`src/rtl/asnp_pkg.sv`:
```
// ---------------------------------------------------------------------------
// asnp_pkg
// Shared constants, types and helpers of the SNP column marker.
// ---------------------------------------------------------------------------
package asnp_pkg;

    localparam int GENOME_DEPTH = 65536;
    localparam int ADDR_W       = (GENOME_DEPTH > 1) ? $clog2(GENOME_DEPTH) : 1;
    localparam int COLUMN_W     = 16;
    localparam int BASE_W       = 8;
    localparam int COUNT_W      = 17;

    localparam logic [COUNT_W-1:0] COUNT_MAX = '1;

    localparam logic [BASE_W-1:0] CH_GAP  = 8'h2D;
    localparam logic [BASE_W-1:0] CH_N    = 8'h4E;
    localparam logic [BASE_W-1:0] CH_STAR = 8'h2A;
    localparam logic [BASE_W-1:0] CH_LC_A = 8'h61;
    localparam logic [BASE_W-1:0] CH_LC_Z = 8'h7A;
    localparam logic [BASE_W-1:0] CASE_OFS = 8'h20;

    typedef enum logic {
        OP_LOAD    = 1'b0,
        OP_COMPARE = 1'b1
    } op_t;

    // Transaction held in the read-modify-write stage
    typedef struct packed {
        op_t               op;
        logic              in_range;
        logic [ADDR_W-1:0] addr;
        logic [BASE_W-1:0] base;
    } item_t;

    // Write-back request to the column store
    typedef struct packed {
        logic              en;
        logic [ADDR_W-1:0] addr;
        logic [BASE_W-1:0] data;
    } wr_t;

    // One result transaction
    typedef struct packed {
        logic [BASE_W-1:0]  column_base;
        logic               column_variable;
        logic               newly_marked;
        logic [COUNT_W-1:0] site_count;
    } result_t;

    function automatic logic [BASE_W-1:0] upcase(input logic [BASE_W-1:0] c);
        logic [BASE_W-1:0] r;
        r = c;
        if (c >= CH_LC_A && c <= CH_LC_Z) begin
            r = c - CASE_OFS;
        end
        return r;
    endfunction

endpackage

```
`src/rtl/asnp_update.sv`:
```
// ---------------------------------------------------------------------------
// asnp_update
// Modify step of the column read-modify-write: bypass, base rules, counter.
// ---------------------------------------------------------------------------
module asnp_update (
    input  logic                          aclk,
    input  logic                          aresetn,
    input  asnp_pkg::item_t               item,
    input  logic [asnp_pkg::BASE_W-1:0]   rd_data,
    input  logic                          advance,
    output asnp_pkg::result_t             result,
    output asnp_pkg::wr_t                 wr
);
    import asnp_pkg::*;

    logic               byp_valid_reg;
    logic [ADDR_W-1:0]  byp_addr_reg;
    logic [BASE_W-1:0]  byp_data_reg;
    logic [COUNT_W-1:0] count_reg;
    logic [COUNT_W-1:0] count_next;

    logic [BASE_W-1:0]  ref_char;
    logic [BASE_W-1:0]  ub;
    logic [BASE_W-1:0]  r_fix;
    logic [BASE_W-1:0]  new_char;
    logic               mark;
    logic               hit;

    always_comb begin
        // Take the last write when it hit the same column the RAM just read
        ref_char = (byp_valid_reg && byp_addr_reg == item.addr) ? byp_data_reg : rd_data;
        ub       = upcase(item.base);

        if ((ref_char == CH_GAP && item.base != CH_GAP) ||
            (upcase(ref_char) == CH_N && item.base != CH_N)) begin
            r_fix = ub;
        end else begin
            r_fix = ref_char;
        end

        mark = (r_fix != CH_STAR) && (item.base != CH_GAP) && (ub != CH_N) && (r_fix != ub);

        unique case (item.op)
            OP_LOAD: begin
                new_char = ub;
                hit      = 1'b0;
            end
            OP_COMPARE: begin
                new_char = mark ? CH_STAR : r_fix;
                hit      = mark && item.in_range;
            end
            default: begin
                new_char = ub;
                hit      = 1'b0;
            end
        endcase

        count_next = (hit && count_reg != COUNT_MAX) ? count_reg + 1'b1 : count_reg;

        if (item.in_range) begin
            result.column_base     = new_char;
            result.column_variable = (new_char == CH_STAR);
            result.newly_marked    = hit;
            result.site_count      = count_next;
        end else begin
            result.column_base     = '0;
            result.column_variable = 1'b0;
            result.newly_marked    = 1'b0;
            result.site_count      = count_reg;
        end

        wr.en   = advance && item.in_range;
        wr.addr = item.addr;
        wr.data = new_char;
    end

    always_ff @(posedge aclk) begin
        if (!aresetn) begin
            byp_valid_reg <= 1'b0;
            count_reg     <= '0;
        end else if (advance) begin
            count_reg <= count_next;
            if (wr.en) begin
                byp_valid_reg <= 1'b1;
            end
        end
    end

    always_ff @(posedge aclk) begin
        if (wr.en) begin
            byp_addr_reg <= wr.addr;
            byp_data_reg <= wr.data;
        end
    end

endmodule

```
`config.mk`:
```
export PLATFORM = sky130hd
export DESIGN_NAME = asnp_update
export DESIGN_NICKNAME = d
export VERILOG_FILES = /design/src/rtl/asnp_pkg.sv /design/src/rtl/asnp_update.sv
export SDC_FILE = /design/constraint.sdc
export NUM_CORES = 1
export LEC_CHECK = 0
export ABC_CLOCK_PERIOD_IN_PS = 5900
export BUFFER_PORTS_ARGS = -buffer_cell sky130_fd_sc_hd__buf_2
export CAP_MARGIN = 0
export CORE_MARGIN = 2
export CORE_UTILIZATION = 40
export CTS_BUF_LIST = sky130_fd_sc_hd__clkbuf_2
export DETAILED_ROUTE_END_ITERATION = 12
export MAX_ROUTING_LAYER = met4
export PLACE_DENSITY = 0.75
export SKIP_LAST_GASP = 1
export SLEW_MARGIN = 0
export SYNTH_ARGS = -nofsm -noshare
export SYNTH_HDL_FRONTEND = slang
export SYNTH_SLANG_ARGS = --single-unit
```
`constraint.sdc`:
```
create_clock -name aclk -period 5.9 [get_ports aclk]
set_input_delay 0.59 -clock aclk [delete_from_list [all_inputs] [get_ports aclk]]
set_output_delay 0.59 -clock aclk [all_outputs]
set_load 0.01 [all_outputs]
```
# After elaboration in Yosys (flattened, before gate mapping)
# Index checks and enable logic that the tools add are counted.
# Widths: inputs -> output; s select.
# totals
regBits	42
in_bits	37
out_inout_bits	52
wordCells	44
# op_classes
n_addsub	3
magnitude_cmp	4
n_eq_ne	10
n_mux	9
n_bitwise	1
reduce_logical	13
# ops
operator	count
$mux 8	5
$mux 27	1
$add 17x1->17 const B	1
$mux 17	1
$ne 17x17->1 const B	1
$eq 16x16->1	1
$eq 8x6->1 const B	2
$ge 8x7->1 const B	2
$le 8x7->1 const B	2
$ne 8x6->1 const B	2
$ne 8x7->1 const B	2
$pmux 8 s2	1
$sub 8x6->8 const B	2
$logic_and 1x1->1	11
$eq 8x7->1 const B	1
$ne 8x8->1	1
$pmux 1 s2	1
$reduce_and 2->1	1
$logic_or 1x1->1	1
$not 1->1	1

# Longest topological paths before layout
# depth
word_depth	19
depth_mapped	19
ltp_nobuf	16

# Worst setup path after synthesis
# OpenSTA, ideal clock, no wires.
# synth_timing
path_kind	in2out
startpoint	input item[9] (netlist name)
endpoint	output result[13] (netlist name)
t_arrival_ns	4.380
slack_ns	0.930
cell_stages	19
path_buffers	3
path_cell_list	xnor2_1 -> nand4_1 -> nor3_2 -> and2_4 -> buf_6 -> mux2i_2 -> ha_1 -> o21ai_0 -> a31oi_1 -> o221ai_1 -> and4b_1 -> mux2i_1 -> o21a_1 -> o311ai_2 -> or4_1 -> buf_2 -> buf_6 -> nor3_1 -> xor2_1
# synth_lines
element	line_no	source
start: declaration	asnp_update.sv:8	input asnp_pkg::item_t item,
end: declaration	asnp_update.sv:11	output asnp_pkg::result_t result,

==> out/summary.txt <==
fin crit share -> 94.47%
biggest cell delay along the critical path -> 0.44 ns
first-pass GRT wire length -> 13.96 mm
hpwl dp -> 6.737 mm
largest family of logic cells by synthesized area -> simple AND/OR/NAND/NOR gates
crit path capture type -> output pin
post-synthesis mux area share -> 4.624%
Avg Inst Size Synth -> 8.658 um^2
vias in the first global route -> 2,931
critical-path cell list -> xnor2_1, nand4_1, nor3_4, and2_4, mux2i_4, ha_1, o21ai_0, nand4b_1, o22a_1, nor4_2, mux2i_4, and2_2, or4_1, a21boi_0, o221ai_1, nor4b_1, buf_2
number of DRC markers in iteration 0 -> 129
Root Driver -> clkbuf_2
Post-DRT Antenna Nets -> 0
maximum vdd drop -> 0.08716 mV
top-area cell type share of the netlist area -> 22.20%
largest net degree at the start of global routing -> 38
Most common cell on crit path -> mux2i_4
die height -> 94.10 um
layout cell share with drive strength beyond 1 -> 27.19%
die footprint -> 8854 um^2
CTS buffer count -> 5
maxcap violations -> 0
Crit Path Max Fanout -> 14
Hold Path Class -> primary input to register
DRT Pass-1 Iters -> 4
top-count cell post-synth -> nand2_1
Syn-to-layout area delta -> 15.88%
slew margin rel. -> 64.03%
worst-margin pin slew -> 0.5339 ns
Slowest-stage cell, CP -> edfxtp_1
Rows -> 32
Slew Viols, Final -> 0
syn nets -> 416
number of flops mapped to enable cells by yosys -> 24
final worst path period need -> 5.574 ns
vias per cell -> 5.746
FFs w/ async S/R, synth -> 0%
drt drc -> 0
final WL -> 8.844 mm
post-synth top area cell -> edfxtp_1
leak pwr -> 1.547 nW
Ys Warns -> 0
Max Fclk -> 179.4 MHz
status -> complete, no violations
H-tree levels -> 2
Worst Path Class, Setup -> register to output pin
input/output buffers -> 88
nets -> 485
Initial Utilization -> 41.59%
Compound-Gate Fraction of Synth Area -> 16.99%
Worst-path clk slew -> 0.25 ns
Post-synth top flop -> edfxtp_1
initial antenna violation count -> 0
CP arrival -> 4.98 ns
xor and xnor area share after synthesis -> 9.441%
Setup-failing EPs final -> 0
Final Util -> 48.19%
vias -> 3,143
max reg flops -> 17
Adder-Cell Fraction of Synth Area -> 1.541%
sequential area share after synthesis -> 33.29%
Die X-Extent -> 94.10 um
grt ovf -> 0
fillcell total -> 804
Mapped Cells -> 375
Synth Cell Area -> 3247 um^2
antenna cell count -> 0
wire per inst -> 16.17 um
Clock Latency Late Sink -> 0.42 ns
TNS Setup -> 0 ns
Sink Count -> 42
final hold vios -> 0
Max Root-Sink Buffers -> 2
Top Ports -> 89
RD Place Congestion -> 0.9502
clock skew -> 0.02071 ns
WP data required -> 5.31 ns
Post-Synth Simple-Gate Area -> 25.66%
CTS tree -> done
Placeable Area -> 7807 um^2
post-synthesis cell type count -> 61
P per Cell Area -> 173.8 nW/um^2
Commonest cells post-synth -> nand2_1, edfxtp_1, nor2_1
setup slack, reg-to-reg -> 1.25 ns
Worst setup SP type -> register
flops & latches, synth -> 42
All-Layer GR Usage -> 20.16%
largest cells by area after synthesis -> edfxtp_1, dfxtp_1, xnor2_1, xor2_1, buf_4
[cells in the final DEF, fill, tap and decap left out, drive strengths merged, types with 6 or more instances in the layout]
master / count
edfxtp: 24
and3: 6
nand2: 32
inv: 19
a21oi: 20
nand4: 9
dfxtp: 18
nor3: 11
nor2: 23
mux2i: 9
and2: 10
or3: 7
o31ai: 7
buf: 94
xor2: 14
or4: 10
nand3: 19
xnor2: 21
o21ai: 20
[path summary, 6_finish.rpt]
| path | end | startpoint | depth (start not counted) |
|---|---|---|---|
| worst min register to register | count_reg[16]$_SDFFE_PN0P_ | count_reg[16]$_SDFFE_PN0P_ | 2 |
| worst max register to register | count_reg[5]$_SDFFE_PN0P_ | byp_addr_reg[2]$_DFFE_PP_ | 17 |
| worst min-delay path | byp_addr_reg[9]$_DFFE_PP_ | item[17] | 1 |
| worst max-delay path | result[18] | byp_addr_reg[2]$_DFFE_PP_ | 17 |
[where the power goes]
part,internal (W),total [W],switching [W]
Clock,0.0000744,0.000181,0.000107
Sequential,0.000324,0.000334,0.00000956
Combinational,0.0000546,0.000139,0.0000845
Total,0.000453,0.000654,0.000201
[kinds of logic (layout without fill, tap and decap cells)]
logic type / count (synthesis) / after routing
compound gates: 80 / 80
fa+ha+maj: 4 / 4
flops: 42 / 42
buf+inv: 50 / 120
xor+xnor: 35 / 35
simple gates: 150 / 150
mux: 14 / 14
[final cells by class]
class / count / area [um^2] / area share, %
multi-input combinational: 283 / 1927 / 51.21
clock inverter: 3 / 48.80 / 1.297
inverter: 18 / 67.56 / 1.796
tap: 102 / 127.6 / 3.392
sequential: 42 / 1081 / 28.73
clock buffer: 5 / 25.02 / 0.6651
timing repair buffer: 94 / 485.5 / 12.90
[worst max-delay path: cells and delay by family (launching register included)]
| family | cells | cell delay (ns) |
|---|---|---|
| flops | 1 | 0.44 |
| mux | 2 | 0.46 |
| compound gates | 4 | 0.80 |
| fa+ha+maj | 1 | 0.28 |
| xor+xnor | 1 | 0.24 |
| simple gates | 8 | 2.15 |
| buf+inv | 1 | 0.18 |
[stage by stage]
stage          instances  cell area (um^2)  setup slack (ns)  total power (W)  hold slack (ns)
5_1_grt              547              3762         -0.006263        0.0006810           0.3216
4_1_cts              544              3705            0.1073        0.0006580           0.3332
6_report             547              3762            0.3262        0.0006541           0.3563
2_1_floorplan        375              3247            0.9301        0.0004274           0.4622
3_3_place_gp         536              3631            0.3887        0.0004734           0.4744
3_5_place_dp         536              3631            0.3113        0.0004757           0.4901
[repair_timing]
action | in CTS | in global routing
hold buffers | 0 | 0
resized for setup | 0 | 7
buffers inserted | 0 | 3
setup endpoints to repair | 0 | 22
[routing by layer]
layer,track usage [%],vias up,part of all wire (%)
li1,-,1500,-
met1,24.08,1527,42
met2,34.76,102,50
met3,3.612,14,6.2
met4,5.918,0,1.8
met5,-,-,0
No activity file was read; power rests on OpenSTA's default activity.
